$ cat src/sv/mldk_pkg.sv
// ----------------------------------------------------------------------------
// mldk_pkg: shared definitions for the magic/length deframer with keepalive
// Holds the message format constants, the keepalive word, the register
// indexes and the command passed from the front to the back of the block.
// ----------------------------------------------------------------------------
package mldk_pkg;

    localparam int MAX_MESSAGE_BYTES = 65536;
    localparam int HDR_BYTES         = 12;
    localparam int KA_LEN            = 12;
    localparam int MAGIC_BYTES       = 8;
    localparam int SIZE_BYTES        = 4;

    // Wide enough to hold any payload length and any payload position.
    localparam int POS_W = $clog2(MAX_MESSAGE_BYTES + 1);

    localparam int FIFO_DEPTH = 4;
    localparam int FIFO_AW    = $clog2(FIFO_DEPTH);

    // Register indexes of the configuration port.
    localparam logic [0:0] CFG_HEADER_MAGIC  = 1'b0;
    localparam logic [0:0] CFG_TIMEOUT_LIMIT = 1'b1;

    localparam logic [7:0] TIMEOUT_LIMIT_RESET = 8'd5;

    // Input item kinds.
    localparam logic CMD_DATA = 1'b0;
    localparam logic CMD_TICK = 1'b1;

    // One result item.
    typedef struct packed {
        logic       timed_out;
        logic       header_error;
        logic       alive_seen;
        logic       message_last;
        logic       byte_valid;
        logic [7:0] out_byte;
    } res_t;

    // Work for the back end: first flush_cnt bytes of the keepalive word
    // (held bytes are always a prefix of it), then optionally one result.
    typedef struct packed {
        logic [3:0] flush_cnt;
        logic       flush_last;
        logic       has_res;
        res_t       res;
    } cmd_t;

    // The keepalive word "WTC1KEEPALVE", first byte at index 0.
    function automatic logic [7:0] ka_byte(input logic [3:0] idx);
        logic [7:0] b;
        case (idx)
            4'd0:    b = 8'h57; // W
            4'd1:    b = 8'h54; // T
            4'd2:    b = 8'h43; // C
            4'd3:    b = 8'h31; // 1
            4'd4:    b = 8'h4B; // K
            4'd5:    b = 8'h45; // E
            4'd6:    b = 8'h45; // E
            4'd7:    b = 8'h50; // P
            4'd8:    b = 8'h41; // A
            4'd9:    b = 8'h4C; // L
            4'd10:   b = 8'h56; // V
            4'd11:   b = 8'h45; // E
            default: b = 8'h00;
        endcase
        return b;
    endfunction

endpackage

$ cat src/sv/mldk_front.sv
// ----------------------------------------------------------------------------
// mldk_front: header parser and keepalive classifier
// Tracks the parse phase, checks magic and size, matches the payload against
// the keepalive word, counts ticks and turns each item into a back-end command.
// ----------------------------------------------------------------------------
module mldk_front
    import mldk_pkg::*;
(
    input  logic        aclk,
    input  logic        aresetn,
    input  logic        cfg_we,
    input  logic [0:0]  cfg_index,
    input  logic [63:0] cfg_wdata,
    input  logic        in_accept,
    input  logic        in_cmd,
    input  logic [7:0]  in_byte,
    output logic        push,
    output cmd_t        push_cmd
);

    typedef enum logic [2:0] {
        PH_MAGIC   = 3'b001,
        PH_SIZE    = 3'b010,
        PH_PAYLOAD = 3'b100
    } phase_t;

    phase_t             phase_reg, phase_next;
    logic [POS_W-1:0]   pos_reg, pos_next;
    logic [23:0]        size_lo_reg, size_lo_next;
    logic [POS_W-1:0]   plen_reg, plen_next;
    logic               match_reg, match_next;
    logic               alive_reg, alive_next;
    logic [7:0]         missed_reg, missed_next;
    logic [63:0]        magic_reg;
    logic [7:0]         limit_reg;

    logic [POS_W:0]     pos_inc;
    logic               last;
    logic [2:0]         mag_idx;
    logic [7:0]         want;
    logic [31:0]        size_full;
    logic [7:0]         missed_inc;
    cmd_t               cmd;

    assign pos_inc   = {1'b0, pos_reg} + {{POS_W{1'b0}}, 1'b1};
    assign last      = (pos_inc >= {1'b0, plen_reg});
    assign mag_idx   = 3'd7 - pos_reg[2:0];
    assign want      = magic_reg[{mag_idx, 3'b000} +: 8];
    assign size_full = {in_byte, size_lo_reg};
    assign missed_inc = (missed_reg == 8'hFF) ? missed_reg : missed_reg + 8'd1;

    always_comb begin
        phase_next   = phase_reg;
        pos_next     = pos_reg;
        size_lo_next = size_lo_reg;
        plen_next    = plen_reg;
        match_next   = match_reg;
        alive_next   = alive_reg;
        missed_next  = missed_reg;
        cmd          = '0;

        if (in_cmd == CMD_TICK) begin
            if (alive_reg) begin
                alive_next  = 1'b0;
                missed_next = 8'd0;
            end else begin
                missed_next = missed_inc;
                if (missed_inc >= limit_reg) begin
                    // Timeout drops the parser back to its reset state.
                    phase_next            = PH_MAGIC;
                    pos_next              = '0;
                    match_next            = 1'b1;
                    alive_next            = 1'b0;
                    missed_next           = 8'd0;
                    cmd.has_res           = 1'b1;
                    cmd.res.timed_out     = 1'b1;
                end
            end
        end else begin
            case (phase_reg)
                PH_SIZE: begin
                    if (pos_reg[1:0] == 2'd0) begin
                        size_lo_next = {16'd0, in_byte};
                    end else if (pos_reg[1:0] != 2'd3) begin
                        size_lo_next[{pos_reg[1:0], 3'b000} +: 8] = in_byte;
                    end
                    if (pos_reg[1:0] != 2'd3) begin
                        pos_next = {{(POS_W-2){1'b0}}, pos_reg[1:0] + 2'd1};
                    end else if (size_full < 32'(HDR_BYTES) ||
                                 size_full > 32'(MAX_MESSAGE_BYTES)) begin
                        phase_next           = PH_MAGIC;
                        pos_next             = '0;
                        match_next           = 1'b1;
                        cmd.has_res          = 1'b1;
                        cmd.res.header_error = 1'b1;
                    end else if (size_full == 32'(HDR_BYTES)) begin
                        phase_next           = PH_MAGIC;
                        pos_next             = '0;
                        match_next           = 1'b1;
                        cmd.has_res          = 1'b1;
                        cmd.res.message_last = 1'b1;
                    end else begin
                        phase_next = PH_PAYLOAD;
                        pos_next   = '0;
                        match_next = 1'b1;
                        plen_next  = size_full[POS_W-1:0] - POS_W'(HDR_BYTES);
                    end
                end
                PH_PAYLOAD: begin
                    if (match_reg) begin
                        if (pos_reg >= POS_W'(KA_LEN)) begin
                            if (last) begin
                                alive_next         = 1'b1;
                                cmd.has_res        = 1'b1;
                                cmd.res.alive_seen = 1'b1;
                            end
                        end else if (in_byte == ka_byte(pos_reg[3:0])) begin
                            if (pos_reg[3:0] == 4'(KA_LEN - 1)) begin
                                if (last) begin
                                    alive_next         = 1'b1;
                                    cmd.has_res        = 1'b1;
                                    cmd.res.alive_seen = 1'b1;
                                end
                            end else if (last) begin
                                // Message ended on a keepalive prefix: deliver it.
                                cmd.flush_cnt  = pos_reg[3:0] + 4'd1;
                                cmd.flush_last = 1'b1;
                            end
                        end else begin
                            match_next           = 1'b0;
                            cmd.flush_cnt        = pos_reg[3:0];
                            cmd.has_res          = 1'b1;
                            cmd.res.byte_valid   = 1'b1;
                            cmd.res.out_byte     = in_byte;
                            cmd.res.message_last = last;
                        end
                    end else begin
                        cmd.has_res          = 1'b1;
                        cmd.res.byte_valid   = 1'b1;
                        cmd.res.out_byte     = in_byte;
                        cmd.res.message_last = last;
                    end
                    if (last) begin
                        phase_next = PH_MAGIC;
                        pos_next   = '0;
                        match_next = 1'b1;
                    end else begin
                        pos_next = pos_inc[POS_W-1:0];
                    end
                end
                default: begin
                    if (in_byte != want) begin
                        phase_next           = PH_MAGIC;
                        pos_next             = '0;
                        match_next           = 1'b1;
                        cmd.has_res          = 1'b1;
                        cmd.res.header_error = 1'b1;
                    end else if (pos_reg[2:0] == 3'd7) begin
                        phase_next = PH_SIZE;
                        pos_next   = '0;
                    end else begin
                        phase_next = PH_MAGIC;
                        pos_next   = {{(POS_W-3){1'b0}}, pos_reg[2:0] + 3'd1};
                    end
                end
            endcase
        end
    end

    assign push     = in_accept && (cmd.has_res || cmd.flush_cnt != 4'd0);
    assign push_cmd = cmd;

    always_ff @(posedge aclk) begin
        if (!aresetn) begin
            phase_reg   <= PH_MAGIC;
            pos_reg     <= '0;
            size_lo_reg <= '0;
            plen_reg    <= '0;
            match_reg   <= 1'b1;
            alive_reg   <= 1'b0;
            missed_reg  <= 8'd0;
            magic_reg   <= 64'd0;
            limit_reg   <= TIMEOUT_LIMIT_RESET;
        end else begin
            if (in_accept) begin
                phase_reg   <= phase_next;
                pos_reg     <= pos_next;
                size_lo_reg <= size_lo_next;
                plen_reg    <= plen_next;
                match_reg   <= match_next;
                alive_reg   <= alive_next;
                missed_reg  <= missed_next;
            end
            if (cfg_we) begin
                case (cfg_index)
                    CFG_HEADER_MAGIC:  magic_reg <= cfg_wdata;
                    CFG_TIMEOUT_LIMIT: limit_reg <= cfg_wdata[7:0];
                    default: ;
                endcase
            end
        end
    end

endmodule

$ cat src/sv/mldk_fifo.sv
// ----------------------------------------------------------------------------
// mldk_fifo: short command queue between front and back
// Four entries, so the parser keeps taking items while the back end expands
// a flush of held bytes.
// ----------------------------------------------------------------------------
module mldk_fifo
    import mldk_pkg::*;
(
    input  logic aclk,
    input  logic aresetn,
    input  logic push,
    input  cmd_t push_cmd,
    input  logic pop,
    output logic full,
    output logic empty,
    output cmd_t head
);

    cmd_t                 entry_reg [FIFO_DEPTH];
    logic [FIFO_AW-1:0]   wr_ptr_reg, rd_ptr_reg;
    logic [FIFO_AW:0]     count_reg, count_next;

    assign full  = (count_reg == (FIFO_AW+1)'(FIFO_DEPTH));
    assign empty = (count_reg == '0);
    assign head  = entry_reg[rd_ptr_reg];

    always_comb begin
        count_next = count_reg;
        if (push && !pop) begin
            count_next = count_reg + (FIFO_AW+1)'(1);
        end else if (pop && !push) begin
            count_next = count_reg - (FIFO_AW+1)'(1);
        end
    end

    always_ff @(posedge aclk) begin
        if (push) begin
            entry_reg[wr_ptr_reg] <= push_cmd;
        end
    end

    always_ff @(posedge aclk) begin
        if (!aresetn) begin
            wr_ptr_reg <= '0;
            rd_ptr_reg <= '0;
            count_reg  <= '0;
        end else begin
            if (push) begin
                wr_ptr_reg <= wr_ptr_reg + FIFO_AW'(1);
            end
            if (pop) begin
                rd_ptr_reg <= rd_ptr_reg + FIFO_AW'(1);
            end
            count_reg <= count_next;
        end
    end

endmodule

$ cat src/sv/mldk_back.sv
// ----------------------------------------------------------------------------
// mldk_back: result sequencer
// Expands each command into result items in the output register, one per
// cycle unless stalled: held keepalive prefix bytes first, then any result.
// ----------------------------------------------------------------------------
module mldk_back
    import mldk_pkg::*;
(
    input  logic  aclk,
    input  logic  aresetn,
    input  logic  empty,
    input  cmd_t  head,
    output logic  pop,
    output logic  out_valid,
    input  logic  out_ready,
    output res_t  out_res
);

    logic [3:0] idx_reg, idx_next;
    logic       valid_reg;
    res_t       res_reg;
    res_t       res_next;
    logic       load;
    logic       take;

    assign load = !valid_reg || out_ready;
    assign take = load && !empty;

    always_comb begin
        idx_next = idx_reg;
        pop      = 1'b0;
        res_next = '0;
        if (idx_reg < head.flush_cnt) begin
            res_next.byte_valid   = 1'b1;
            res_next.out_byte     = ka_byte(idx_reg);
            res_next.message_last = head.flush_last &&
                                    (idx_reg + 4'd1 == head.flush_cnt);
            if ((idx_reg + 4'd1 == head.flush_cnt) && !head.has_res) begin
                pop      = take;
                idx_next = 4'd0;
            end else begin
                idx_next = idx_reg + 4'd1;
            end
        end else begin
            res_next = head.res;
            pop      = take;
            idx_next = 4'd0;
        end
    end

    always_ff @(posedge aclk) begin
        if (take) begin
            res_reg <= res_next;
        end
    end

    always_ff @(posedge aclk) begin
        if (!aresetn) begin
            idx_reg   <= 4'd0;
            valid_reg <= 1'b0;
        end else begin
            if (take) begin
                idx_reg <= idx_next;
            end
            if (load) begin
                valid_reg <= !empty;
            end
        end
    end

    assign out_valid = valid_reg;
    assign out_res   = res_reg;

endmodule

$ cat src/sv/magic_length_deframer_keepalive.sv
// ----------------------------------------------------------------------------
// magic_length_deframer_keepalive: per-connection receive deframer
// A result item passes through the command queue and the output register
// to the m_ side. One input item per cycle while the queue is not full; an
// item releasing n held keepalive bytes yields those n bytes before any result.
// Reset (aresetn low, synchronous) clears the parser, queue and output
// register; header_magic resets to 0 and timeout_limit to 5.
// ----------------------------------------------------------------------------
module magic_length_deframer_keepalive
    import mldk_pkg::*;
(
    input  logic        aclk,
    input  logic        aresetn,

    // Configuration write port; index 0 is header_magic, index 1 timeout_limit.
    input  logic        cfg_we,
    input  logic [0:0]  cfg_index,
    input  logic [63:0] cfg_wdata,

    // Input items.
    input  logic        s_tvalid,
    output logic        s_tready,
    input  logic [7:0]  s_tdata,     // [7:0] data_byte
    input  logic [0:0]  s_tuser,     // [0] cmd

    // Result items.
    output logic        m_tvalid,
    input  logic        m_tready,
    output logic [7:0]  m_tdata,     // [7:0] out_byte
    output logic        m_tlast,     // message_last
    output logic [3:0]  m_tuser      // [0] byte_valid, [1] alive_seen,
                                     // [2] header_error, [3] timed_out
);

    // The front end parses every item in the cycle it is accepted and queues
    // a command whenever the item causes at least one result. The back end
    // drains that queue into a registered output stage, so a stalled m_ side
    // only stops input once the four-entry queue is full.

    logic in_accept;
    logic push;
    cmd_t push_cmd;
    logic pop;
    logic full;
    logic empty;
    cmd_t head;
    res_t out_res;

    assign s_tready  = !full;
    assign in_accept = s_tvalid && s_tready;

    mldk_front u_front (
        .aclk      (aclk),
        .aresetn   (aresetn),
        .cfg_we    (cfg_we),
        .cfg_index (cfg_index),
        .cfg_wdata (cfg_wdata),
        .in_accept (in_accept),
        .in_cmd    (s_tuser[0]),
        .in_byte   (s_tdata),
        .push      (push),
        .push_cmd  (push_cmd)
    );

    mldk_fifo u_fifo (
        .aclk     (aclk),
        .aresetn  (aresetn),
        .push     (push),
        .push_cmd (push_cmd),
        .pop      (pop),
        .full     (full),
        .empty    (empty),
        .head     (head)
    );

    mldk_back u_back (
        .aclk      (aclk),
        .aresetn   (aresetn),
        .empty     (empty),
        .head      (head),
        .pop       (pop),
        .out_valid (m_tvalid),
        .out_ready (m_tready),
        .out_res   (out_res)
    );

    // The output byte is already zero whenever byte_valid is low.
    assign m_tdata = out_res.out_byte;
    assign m_tlast = out_res.message_last;
    assign m_tuser = {out_res.timed_out, out_res.header_error,
                      out_res.alive_seen, out_res.byte_valid};

endmodule
$ cat config.mk
export PLATFORM = sky130hd
export DESIGN_NAME = magic_length_deframer_keepalive
export DESIGN_NICKNAME = d
export VERILOG_FILES = /design/src/sv/mldk_pkg.sv /design/src/sv/mldk_front.sv /design/src/sv/mldk_fifo.sv /design/src/sv/mldk_back.sv /design/src/sv/magic_length_deframer_keepalive.sv
export SDC_FILE = /design/constraint.sdc
export NUM_CORES = 1
export LEC_CHECK = 0
export BUFFER_PORTS_ARGS = -buffer_cell sky130_fd_sc_hd__buf_2
export CAP_MARGIN = 25
export CORE_UTILIZATION = 25
export CTS_BUF_LIST = sky130_fd_sc_hd__clkbuf_2
export DETAILED_ROUTE_END_ITERATION = 10
export GPL_TIMING_DRIVEN = 0
export PLACE_DENSITY = 0.46
export SLEW_MARGIN = 10
export SYNTH_ARGS = -nofsm -noshare
export SYNTH_HDL_FRONTEND = slang
export SYNTH_HIERARCHICAL = 1
export SYNTH_SLANG_ARGS = --single-unit
$ cat constraint.sdc
create_clock -name aclk -period 5.77 [get_ports aclk]
set_input_delay 1.4425 -clock aclk [delete_from_list [all_inputs] [get_ports aclk]]
set_output_delay 1.4425 -clock aclk [all_outputs]
set_load 0.1 [all_outputs]
# After elaboration in Yosys (flattened, before gate mapping)
# Memories as Yosys holds them, arrays and structs flattened. A register that Yosys moved wholly into a read port is not among the register bits.
# Index checks and enable logic that the tools add are counted.
# Widths: inputs -> output; s select.
[totals]
regBits = 168
mem_bits_rw = 76
mem_bits_ro = 224
in_bits = 79
out_inout_bits = 15
word_cells = 197
mem_count = 3
[mem_list]
columns = ["name", "words", "word_bits", "rd", "rd_clocked_by_memory_dff", "write_ports", "line", "source"]
rows = [
  ["(name not given)", 16, 7, 1, 1, 0, "mldk_pkg.sv:52", "case (idx)"],
  ["(name not given)", 16, 7, 1, 1, 0, "mldk_pkg.sv:52", ""],
  ["u_fifo.entry_reg", 4, 19, 1, 1, 1, "mldk_fifo.sv:19", "cmd_t entry_reg [FIFO_DEPTH];"],
]
[classes]
n_addsub = 13
magnitude_cmp = 6
n_eq_ne = 15
shift = 3
n_mux = 97
bitwise = 5
reduce_logical = 35
[op_table]
columns = ["op", "n"]
rows = [
  ["$mux 17", 4],
  ["$shiftx 64x7->8", 1],
  ["$mux 8", 7],
  ["$mux 24", 2],
  ["$mux 1", 40],
  ["$mux 10", 4],
  ["$mux 3", 12],
  ["$pmux 17 s2", 1],
  ["$eq 32x4->1 const B", 1],
  ["$gt 32x17->1 const B", 1],
  ["$lt 32x4->1 const B", 1],
  ["$mux 5", 6],
  ["$mux 4", 7],
  ["$bwmux 24", 1],
  ["$shift 8x7->24 const A", 1],
  ["$shiftx 8x7->24", 1],
  ["$add 17x1->18 const B", 1],
  ["$ge 18x17->1", 1],
  ["$ge 17x4->1 const B", 1],
  ["$sub 17x4->17 const B", 1],
  ["$reduce_and 5->1", 3],
  ["$mux 12", 1],
  ["$mux 2", 6],
  ["$eq 3x3->1 const B", 3],
  ["other kinds (35)", 67],
]

# Logic depth before layout (Yosys ltp)
# Gate-level depths: netlist of run 1.
[depth]
word_depth = 18
depth_mapped = 24
ltp_nobuf = 22

# Hierarchy
# The synthesis of run 1 kept the hierarchy.
[by_module_without_submodules]
columns = ["module", "n_inst", "cells_per_inst", "area_each_um2", "seq_area_each_um2"]
rows = [
  ["mldk_front", 1, 992, 7973.9, 3002.9],
  ["mldk_fifo", 1, 142, 3230.6, 2462.4],
  ["mldk_back", 1, 119, 1311.3, 630.6],
  ["magic_length_deframer_keepalive", 1, 2, 10.0, 0.0],
]

# Worst setup path after synthesis of run 1
# OpenSTA, ideal clock, no wires.
[synth_path]
kind = "reg-to-reg"
start = "reg u_front.pos_reg[2]"
end = "reg u_fifo.count_reg[2]"
setup_time_ns = 0.076
arrival_ns = 5.214
t_required_ns = 5.694
path_slack_ns = 0.480
stages_incl_launch_ff = 25
n_path_buf = 3
period_less_slack_ns = 5.290
path_cell_list = "dfxtp_1 clkbuf_1 and3_1 and3_1 clkbuf_1 and4_1 clkbuf_1 nand3_1 xnor2_1 ha_1 nand4_1 nor3_1 a221o_1 o31ai_1 nand2b_1 o211ai_1 or4b_1 a31o_1 o41a_1 ha_1 inv_1 fa_1 xor2_1 or3_1 a21boi_0"
[synth_lines]
columns = ["element", "line", "source"]
rows = [
  ["from (decl)", "mldk_front.sv:28", "logic [POS_W-1:0] pos_reg, pos_next;"],
  ["from (signal assigned)", "mldk_front.sv:187", "pos_reg <= pos_next;"],
  ["to (signal assigned)", "mldk_fifo.sv:54", "count_reg <= count_next;"],
  ["to (decl)", "mldk_fifo.sv:21", "logic [FIFO_AW:0] count_reg, count_next;"],
]

==> results of run 1 <==
power groups by stage:
stage	logic, mW	clock network, mW	registers [mW]
final	1.07	1.37	2.10
after detailed placement	1.12	0	2.15
after global routing	1.17	1.54	2.12
after global placement	1.11	0	2.15
after CTS	1.09	1.45	2.10
after floorplan	0.549	0	2.46
worst paths after layout:
| path | start | cells past startpoint | endpoint | slack (ns) |
|---|---|---|---|---|
| setup / recovery | u_front/pos_reg[0]$_SDFFE_PN0P_ | 22 | u_fifo/count_reg[2]$_SDFFE_PN0P_ | 0.30 |
| hold / removal | u_front/magic_reg[17]$_SDFFE_PN0P_ | 2 | u_front/magic_reg[17]$_SDFFE_PN0P_ | 0.45 |
| setup reg to reg | u_front/pos_reg[0]$_SDFFE_PN0P_ | 22 | u_fifo/count_reg[2]$_SDFFE_PN0P_ | 0.30 |
| hold reg to reg | u_front/magic_reg[17]$_SDFFE_PN0P_ | 2 | u_front/magic_reg[17]$_SDFFE_PN0P_ | 0.45 |
per-stage QoR:
step                      total power [mW]   util  area [um^2]  TNS [ns]  std cells
after floorplan                       3.01      -        12500         0       1255
after CTS                             4.64  0.296        14600         0       2145
final                                 4.55  0.298        14600         0       2149
after detailed placement              3.27  0.281        13800    -55.33       2009
after global placement                3.26  0.280        13800    -67.10       2004
after global routing                  4.83  0.298        14600         0       2149
repair_timing:
item,CTS,global route
resized for setup,11,16
hold buffers,0,0
endpoints found under the setup margin,81,74
setup buffers,3,2
pin swaps,1,1
cell usage after synthesis (all sizes together) (5+ instances only):
master  count  share of area
nor3       24          0.010
and2       28          0.014
xnor2      33          0.023
mux2i      22          0.018
ha         48          0.048
nor4       13         0.0065
buf        17          0.010
or3         8         0.0041
nand2     205          0.061
nand4       9         0.0045
dfxtp     171           0.27
and4        5         0.0035
nor2       79          0.024
inv        48          0.014
a21oi     117          0.047
a211o       5         0.0037
xor2       19          0.013
clkbuf     54          0.016
nand2b     11         0.0055
a21o        7         0.0042
a22o       13         0.0091
edfxtp     89           0.21
mux4       31          0.058
a211oi     17          0.010
a22oi       8         0.0048
nor2b       9         0.0045
o31ai       7         0.0046
o21a        9         0.0054
or4         5         0.0040
mux2       15          0.013
nand3      47          0.019
and3       11         0.0057
o21ai      21         0.0084
cell families after synthesis:
family,after synthesis,share of synthesized area
mux,68,0.0895
simple gates,472,0.178
buf+inv,120,0.0411
compound gates,233,0.117
fa+ha+maj,49,0.0495
xor+xnor,53,0.0383
flops,260,0.487
worst reg2reg max path: cells and delay by family, from the launching register on:
family / cells / cell delay, ns
buffers and inverters: 1 / 0.09
AOI/OAI and AO/OA: 6 / 1.56
xor gates and xnor gates: 2 / 0.25
DFF: 1 / 0.43
and+or+nand+nor: 9 / 2.10
adders and majority gates: 4 / 0.94
final cells by class:
cell class | instances | area (um^2)
inverters | 49 | 184
clock buffers | 115 | 576
flip-flops and latches | 260 | 6100
repair buffers | 95 | 517
diodes | 2 | 5.00
well taps | 664 | 831
fillers | 5242 | 34500
multi-input cells | 875 | 5980
plain buffers | 68 | 339
clock inverters | 21 | 111
routing by layer:
metal | track usage | wire length [um]
met4 | 0.0476 | 645
met1 | 0.172 | 15900
met3 | 0.0367 | 1560
met5 | 0 | 0
met2 | 0.235 | 16600
==> results.py, run 1 <==
metrics = {
    "floorplanning": {
        "start_util": 0.255,
        "rows": 81,
        "coreArea_um2": 49200,
        "die_w_um": 226,
        "ios": 94,
        "die_y_um": 226,
        "die-area_um2": 51000,
    },
    "power_and_ir_drop": {
        "combPwrFrac": 0.236,
        "p_switching_mw": 1.61,
        "leakagePower_nw": 5.49,
        "clkPwrFrac": 0.302,
        "seq_power_share": 0.462,
        "switching_share": 0.353,
        "max-vdd-ir-drop_mv": 0.104,
        "powerDensity_nw_per_um2": 310,
        "p_int_mw": 2.94,
    },
    "setup_path": {
        "crit_top_cell": "ha_1",
        "path_buf_inv": 1,
        "crit_type": "reg -> reg",
        "crit_chain": "ha_4 > and3_1 > and3_2 > and4_2 > nand3_1 > xnor2_2 > ha_1 > nand4_1 > nor2_1 > a221o_1 > o31ai_4 > nand2b_1 > o211ai_1 > or4b_1 > a31o_1 > o41a_1 > ha_1 > inv_1 > fa_1 > xor2_1 > or3_1 > a21boi_0",
        "critPathTopFamily": "simple AND/OR/NAND/NOR gates",
        "cp.arrival_ns": 6.31,
        "crit_fanout": 6,
        "cp-start-kind": "register",
        "crit_path_end_kind": "register",
        "slowest_stage": "or4b_1",
        "worstPathRequired_ns": 6.61,
        "slowest_delay_ns": 0.50,
    },
    "yosys": {
        "synth_area_um2": 12500,
        "ys.flop_type": "dfxtp_1",
        "synth.yosys.warnings": 6,
        "synth_fp_nets": 1383,
        "ys_seq_elements": 260,
        "synthArstFlopShare": 0,
        "ys_seq_area_frac": 0.487,
        "synth_edf_count": 89,
        "synth_cell_types": 83,
        "syn_inst": 1255,
        "syn_avg_cell_area_um2": 9.98,
    },
    "clock_network": {
        "clk_transition_reported_paths_ns": 0.09,
        "ctsLongestPathBuffers": 3,
        "cts_sinks": 260,
        "cts-root-buf": "clkbuf_2",
        "clk_latency_ns": 0.98,
        "cts_max_level": 3,
        "cts_tree": "done",
        "cts_buffers": 74,
    },
    "grt": {
        "grt_antenna_before_repair": 2,
        "grt_pass1_vias": 9971,
        "track_usage": 0.140,
        "overflow": 0,
        "grt_max_degree": 19,
        "grt_pass1_wl_um": 54900,
    },
    "sta": {
        "clock.fmax_ghz": 0.183,
        "period_needed_ns": 5.47,
        "skew_ns": 0.0860,
        "setup_violations": 0,
        "rsz0062_at_grt": "no",
        "finalHoldViolCount": 0,
        "period_share": 0.948,
        "worst-slew-pin-transition_ns": 0.900,
        "worst_hold_slack_ns": 0.455,
        "maxSlewHeadroom": 0.395,
        "drv_slew": 0,
        "setup_ws_ns": 0.298,
    },
    "drt": {
        "initialDrtViolationCount": 494,
        "via_per_inst": 4.56,
        "antenna_left": 0,
        "routedWlPerCell_um": 16.1,
        "firstDrtPassIters": 4,
        "wl_um": 34700,
        "route.detailed.drc": 0,
        "vias": 9808,
    },
    "finish": {
        "layout.nets": 1551,
        "largest_reg_flops": 76,
        "final_common_cell": "nand2_1",
        "mostFrequentLayoutCells": "nand2_1 (205), dfxtp_1 (169), clkbuf_2 (117), a21oi_1 (117), buf_2 (91)",
        "drive_gt1_frac": 0.205,
        "area_growth_pct": 16.9,
    },
    "run_status": {
        "outcome": "finished, final reports clean",
    },
    "worst_hold_path": {
        "hp-class": "reg -> reg",
    },
    "placed_design": {
        "pre_cts_ws_ns": -1.02,
        "hpwl_um": 25300,
        "gp_congestion": 0.785,
        "io_buffers": 85,
    },
    "job": {
        "max_cap_violations": 0,
    },
}
Power figures use the tool's default switching activity.
==> run 2, diff against run 1 <==
REMOVE_ABC_BUFFERS = 1   (was unset)
==> run 2 against run 1 <==
  * Critical path depth unchanged
  * Clock skew decreased by 0.013 ns
  * Clock power about the same
  * Largest power group unchanged
  * Final area decreased by 1.1%
  * Critical endpoint unchanged
  * Hold slack improved by 0.0015 ns
  * First-iteration DRC count decreased by 8.3%
  * Global-route usage decreased by 1.4 points
==> results.py, run 2 (synthesis results as in run 1) <==
metrics = {
    "run_status": {
        "outcome": "finished, final reports clean",
    },
    "setup_path": {
        "crit_type": "reg -> reg",
        "r2r_cells": 22,
        "r2r-end": "u_fifo/count_reg[2]$_SDFFE_PN0P_",
        "crit_path_end_kind": "register",
        "timing.rr.start": "u_front/pos_reg[0]$_SDFFE_PN0P_",
        "worstPathRequired_ns": 6.54,
        "cp-start-kind": "register",
        "crit_fanout": 6,
        "cp.arrival_ns": 6.25,
        "regToRegSetupSlack_ns": 0.29,
    },
    "clock_network": {
        "cts_sinks": 260,
        "cts-root-buf": "clkbuf_2",
        "ctsLongestPathBuffers": 3,
        "cts_tree": "done",
        "clk_transition_reported_paths_ns": 0.09,
        "clk_latency_ns": 0.91,
        "cts_buffers": 73,
        "cts_max_level": 3,
    },
    "power_and_ir_drop": {
        "p_int_mw": 2.91,
        "seq_power_share": 0.471,
        "p_switching_mw": 1.59,
        "combPwrFrac": 0.231,
        "clkPwrFrac": 0.298,
        "powerDensity_nw_per_um2": 310,
        "power.total_mw": 4.50,
        "switching_share": 0.352,
        "leakagePower_nw": 5.42,
        "max-vdd-ir-drop_mv": 0.131,
    },
    "grt": {
        "track_usage": 0.126,
        "grt_antenna_before_repair": 5,
        "overflow": 0,
        "grt_pass1_vias": 9248,
        "grt_max_degree": 81,
        "grt_pass1_wl_um": 50000,
    },
    "placed_design": {
        "gp_congestion": 0.775,
        "place_area_um2": 13700,
        "place_inst": 1952,
        "hpwl_um": 21300,
        "io_buffers": 93,
    },
    "floorplanning": {
        "die_w_um": 226,
        "start_util": 0.255,
        "ios": 94,
        "rows": 81,
        "die-area_um2": 51000,
        "coreArea_um2": 49200,
        "die_y_um": 226,
    },
    "drt": {
        "routedWlPerCell_um": 15.2,
        "initialDrtViolationCount": 453,
        "wl_um": 31800,
        "route.detailed.drc": 0,
        "via_per_inst": 4.57,
        "antenna_left": 0,
        "firstDrtPassIters": 7,
        "vias": 9557,
    },
    "finish": {
        "drive_gt1_frac": 0.213,
        "design_area_um2": 14500,
        "regArea_um2": 6110,
        "area_growth_pct": 15.7,
        "largest_reg_flops": 76,
        "layout.nets": 1499,
        "fin_cells": 2090,
        "multi_input_area_um2": 5970,
        "mostFrequentLayoutCells": "nand2_1 (205), dfxtp_1 (167), a21oi_1 (117)",
        "fill_cells": 5189,
        "final_common_cell": "nand2_1",
    },
    "worst_hold_path": {
        "min_delay_path_depth": 2,
        "min_to": "u_front/magic_reg[21]$_SDFFE_PN0P_",
        "hp-class": "reg -> reg",
        "hp-start": "u_front/magic_reg[21]$_SDFFE_PN0P_",
    },
    "sta": {
        "fin_setup_tns_ns": 0,
        "period_needed_ns": 5.48,
        "maxSlewHeadroom": 0.323,
        "skew_ns": 0.0728,
        "worst-slew-pin-transition_ns": 1.02,
        "period_share": 0.949,
        "setup_violations": 0,
        "finalHoldViolCount": 0,
        "drv_slew": 0,
        "clock.fmax_ghz": 0.183,
    },
    "job": {
        "max_cap_violations": 0,
    },
}
run 2: layout make-up:
type / instances / share of cell area
Inverter: 49 / 0.0130
Clock inverter: 16 / 0.00656
Clock buffer: 112 / 0.0387
Tap cell: 664 / 0.0573
Sequential cell: 260 / 0.421
Multi-Input combinational cell: 875 / 0.412
Timing Repair Buffer: 112 / 0.0503
Antenna cell: 2 / 0.000345
run 2: stage by stage:
stage / utilization / setup WS (ns) / hold slack (ns)
final: 0.295 / 0.295 / 0.456
after CTS: 0.293 / 0.0571 / 0.458
after floorplan: - / -0.130 / 0.432
after detailed placement: 0.278 / -0.632 / 0.447
after global routing: 0.295 / -0.0198 / 0.473
after global placement: 0.274 / -2.46 / 0.440
run 2: how the worst max path moves through the flow:
stage                                                  end                       startpoint  depth (start not counted)  slack (ns)
after global routing      u_fifo/count_reg[2]$_SDFFE_PN0P_  u_front/pos_reg[0]$_SDFFE_PN0P_                         22       -0.02
after floorplan           u_fifo/count_reg[2]$_SDFFE_PN0P_  u_front/pos_reg[0]$_SDFFE_PN0P_                         22       -0.13
after global placement                            register  u_front/pos_reg[0]$_SDFFE_PN0P_                         16       -2.46
final                     u_fifo/count_reg[2]$_SDFFE_PN0P_  u_front/pos_reg[0]$_SDFFE_PN0P_                         22        0.29
after CTS                 u_fifo/count_reg[2]$_SDFFE_PN0P_  u_front/pos_reg[1]$_SDFFE_PN0P_                         22        0.06
after detailed placement  u_fifo/count_reg[2]$_SDFFE_PN0P_  u_front/pos_reg[1]$_SDFFE_PN0P_                         22       -0.63
run 2: timing repair:
item,CTS,global route
setup endpoints to repair,80,32
hold buffers,0,0
gates cloned,0,0
setup buffers,4,2
pin swaps,1,0
gates resized for setup,5,8
run 2: power by group through the flow:
stage	Combinational, mW	Sequential (mW)	Clock [mW]
floorplan	0.502	2.48	0
global placement	1.06	2.17	0
detailed placement	1.07	2.17	0
CTS	1.05	2.12	1.41
global route	1.12	2.14	1.50
finish	1.04	2.12	1.34
run 2: per-layer routing:
metal,vias up,global-route usage,share of wire
met4,4,0.0520,0.025
met5,-,0,0.00072
met1,4502,0.167,0.48
met3,66,0.0346,0.056
li1,4749,-,-
met2,236,0.192,0.44
run 2: worst max-delay path: stages, from the launching register on:
cell      delay [ns]
dfxtp_4         0.43
ha_2            0.26
and3_1          0.21
and3_2          0.28
and4_4          0.28
nand3_1         0.13
xnor2_2         0.18
ha_1            0.30
nand4_1         0.11
nor3_1          0.06
a221o_1         0.32
o31ai_2         0.25
nand2b_1        0.13
o211ai_1        0.13
or4b_1          0.48
a31o_1          0.33
o41a_1          0.42
ha_1            0.26
inv_1           0.07
fa_1            0.18
xor2_1          0.08
or3_1           0.31
a21boi_0        0.20
==> run 3, diff against run 2 <==
CAP_MARGIN = 20   (was 25)
REMOVE_ABC_BUFFERS = unset   (was 1)
==> run 3 against run 2 <==
  * Maximum frequency is 0.70% lower
  * Setup slack got worse by 0.038 ns
  * Global-route usage rose by 1.2 points
  * Final area up 0.93%
  * Total power grew 1.6%
  * Non-clock buffer count up 49
  * Hold slack improved by 0.00089 ns
  * Sequential share of layout area shrank 0.42 points
  * Core utilization is 0.27 points higher
  * Routed wire length increased by 8.7%
  * Clock power is 4% higher
  * Sequential power barely moved
  * Critical endpoint unchanged
  * Highest routed layer is now met4
==> results.py, run 3 (synthesis results as in run 1) <==
metrics = {
    "job": {
        "max_cap_violations": 0,
    },
    "floorplanning": {
        "rows": 81,
        "coreArea_um2": 49200,
        "die_w_um": 226,
        "die_y_um": 226,
        "die-area_um2": 51000,
        "ios": 94,
        "start_util": 0.255,
    },
    "clock_network": {
        "hold_buffers": 0,
        "clk_transition_reported_paths_ns": 0.11,
        "cts_buffers": 73,
        "cts-root-buf": "clkbuf_2",
        "cts_sinks": 260,
        "ctsLongestPathBuffers": 3,
        "clk_latency_ns": 0.95,
        "cts_tree": "done",
        "cts_max_level": 3,
    },
    "drt": {
        "via_per_inst": 4.59,
        "vias": 9860,
        "wl_um": 34500,
        "antenna_left": 0,
        "route.detailed.drc": 0,
        "routedWlPerCell_um": 16.1,
        "firstDrtPassIters": 5,
        "initialDrtViolationCount": 607,
    },
    "power_and_ir_drop": {
        "seq_power_share": 0.460,
        "clkPwrFrac": 0.305,
        "powerDensity_nw_per_um2": 312,
        "combPwrFrac": 0.235,
        "p_int_mw": 2.96,
        "p_switching_mw": 1.61,
        "leakagePower_nw": 5.46,
        "max-vdd-ir-drop_mv": 0.126,
        "power.total_mw": 4.57,
        "switching_share": 0.352,
    },
    "grt": {
        "grt_pass1_vias": 9924,
        "overflow": 0,
        "track_usage": 0.138,
        "grt_pass1_wl_um": 54200,
        "grt_antenna_before_repair": 2,
        "grt_max_degree": 20,
    },
    "setup_path": {
        "timing.rr.start": "u_front/pos_reg[3]$_SDFFE_PN0P_",
        "worstPathRequired_ns": 6.66,
        "crit_fanout": 8,
        "cp-start-kind": "register",
        "cp.arrival_ns": 6.40,
        "r2r-end": "u_fifo/count_reg[2]$_SDFFE_PN0P_",
        "r2r_cells": 21,
        "crit_type": "reg -> reg",
        "regToRegSetupSlack_ns": 0.26,
        "crit_path_end_kind": "register",
    },
    "sta": {
        "rsz0062_at_grt": "no",
        "fin_setup_tns_ns": 0,
        "worst-slew-pin-transition_ns": 1.07,
        "clock.fmax_ghz": 0.181,
        "drv_slew": 0,
        "setup_violations": 0,
        "setup_ws_ns": 0.256,
        "maxSlewHeadroom": 0.285,
        "period_share": 0.956,
        "skew_ns": 0.0553,
        "period_needed_ns": 5.51,
        "finalHoldViolCount": 0,
    },
    "worst_hold_path": {
        "hp-class": "reg -> reg",
        "min_delay_path_depth": 2,
        "min_to": "u_front/magic_reg[18]$_SDFFE_PN0P_",
        "hp-start": "u_front/magic_reg[18]$_SDFFE_PN0P_",
    },
    "placed_design": {
        "place_area_um2": 13800,
        "pre_cts_ws_ns": -1.06,
        "io_buffers": 85,
        "gp_congestion": 0.785,
        "hpwl_um": 24900,
    },
    "finish": {
        "layout.nets": 1548,
        "drive_gt1_frac": 0.201,
        "final_common_cell": "nand2_1",
        "mostFrequentLayoutCells": "nand2_1 (205), dfxtp_1 (169), a21oi_1 (117)",
        "area_growth_pct": 16.7,
        "design_area_um2": 14600,
        "largest_reg_flops": 76,
    },
    "run_status": {
        "outcome": "finished, final reports clean",
    },
}
==> run 3: cell types whose count changed in the layout (fill, tap and decap cells not counted), sizes merged <==
cell	previous run	this run
clkinv	13	19
inv	49	48
bufinv	1	2
diode	2	8
clkinvlp	2	0
buf	112	110
clkbuf	112	161
==> run 3: how the worst max path moves through the flow <==
stage,end,startpoint,slack (ns),cells past startpoint
final,u_fifo/count_reg[2]$_SDFFE_PN0P_,u_front/pos_reg[3]$_SDFFE_PN0P_,0.26,21
after floorplan,u_fifo/count_reg[2]$_SDFFE_PN0P_,u_front/pos_reg[2]$_SDFFE_PN0P_,0.48,24
after global routing,u_fifo/count_reg[2]$_SDFFE_PN0P_,u_front/pos_reg[2]$_SDFFE_PN0P_,0.02,22
after CTS,u_fifo/count_reg[2]$_SDFFE_PN0P_,u_front/pos_reg[0]$_SDFFE_PN0P_,0.04,23
after global placement,u_fifo/count_reg[2]$_SDFFE_PN0P_,u_front/pos_reg[2]$_SDFFE_PN0P_,-0.91,24
after detailed placement,u_fifo/count_reg[2]$_SDFFE_PN0P_,u_front/pos_reg[2]$_SDFFE_PN0P_,-1.06,24
==> run 3: area by class of cell <==
class	instances	area (um^2)
fillers	5189	34500
multi-input cells	875	5980
flip-flops and latches	260	6100
diodes	8	20.0
clock inverters	20	131
plain buffers	68	339
clock buffers	110	551
inverters	49	184
repair buffers	93	483
well taps	664	831
==> run 3: critical path, cell delays in order (launching register included) <==
cell and delay [ns]:
dfxtp_1 0.59, and3_1 0.28, and3_2 0.27, and4_2 0.31, nand3_1 0.13, xnor2_2 0.17
ha_1 0.30, nand4_1 0.12, nor2_1 0.07, a221o_1 0.35, o31ai_4 0.24, nand2b_1 0.18
o211ai_1 0.15, or4b_1 0.50, a31o_1 0.30, o41a_1 0.45, ha_1 0.25, inv_1 0.09
fa_1 0.18, xor2_1 0.07, or3_1 0.30, a21boi_0 0.16
==> run 3: through the flow <==
stage | utilization | hold WS, ns | std cells
global route | 0.297 | 0.476 | 2145
global placement | 0.280 | 0.439 | 2004
finish | 0.297 | 0.457 | 2147
floorplan | - | 0.432 | 1255
detailed placement | 0.280 | 0.447 | 2005
CTS | 0.296 | 0.460 | 2137
==> run 3: power groups by stage <==
| stage | Combinational (mW) | Clock [mW] | Sequential [mW] |
|---|---|---|---|
| floorplan | 0.549 | 0 | 2.46 |
| global placement | 1.11 | 0 | 2.15 |
| detailed placement | 1.12 | 0 | 2.15 |
| CTS | 1.12 | 1.46 | 2.11 |
| global route | 1.17 | 1.55 | 2.12 |
| finish | 1.07 | 1.39 | 2.10 |
==> run 3: repair_timing <==
| action | CTS | global route |
|---|---|---|
| setup buffers | 4 | 3 |
| endpoints found under the setup margin | 81 | 46 |
| resized for setup | 14 | 13 |
| pin swaps | 1 | 2 |
==> run 3: routing by layer <==
metal / global-route usage / wire length [um]
met1: 0.170 / 15700
met2: 0.230 / 16200
met5: 0 / 0
met3: 0.0375 / 1770
met4: 0.0507 / 922
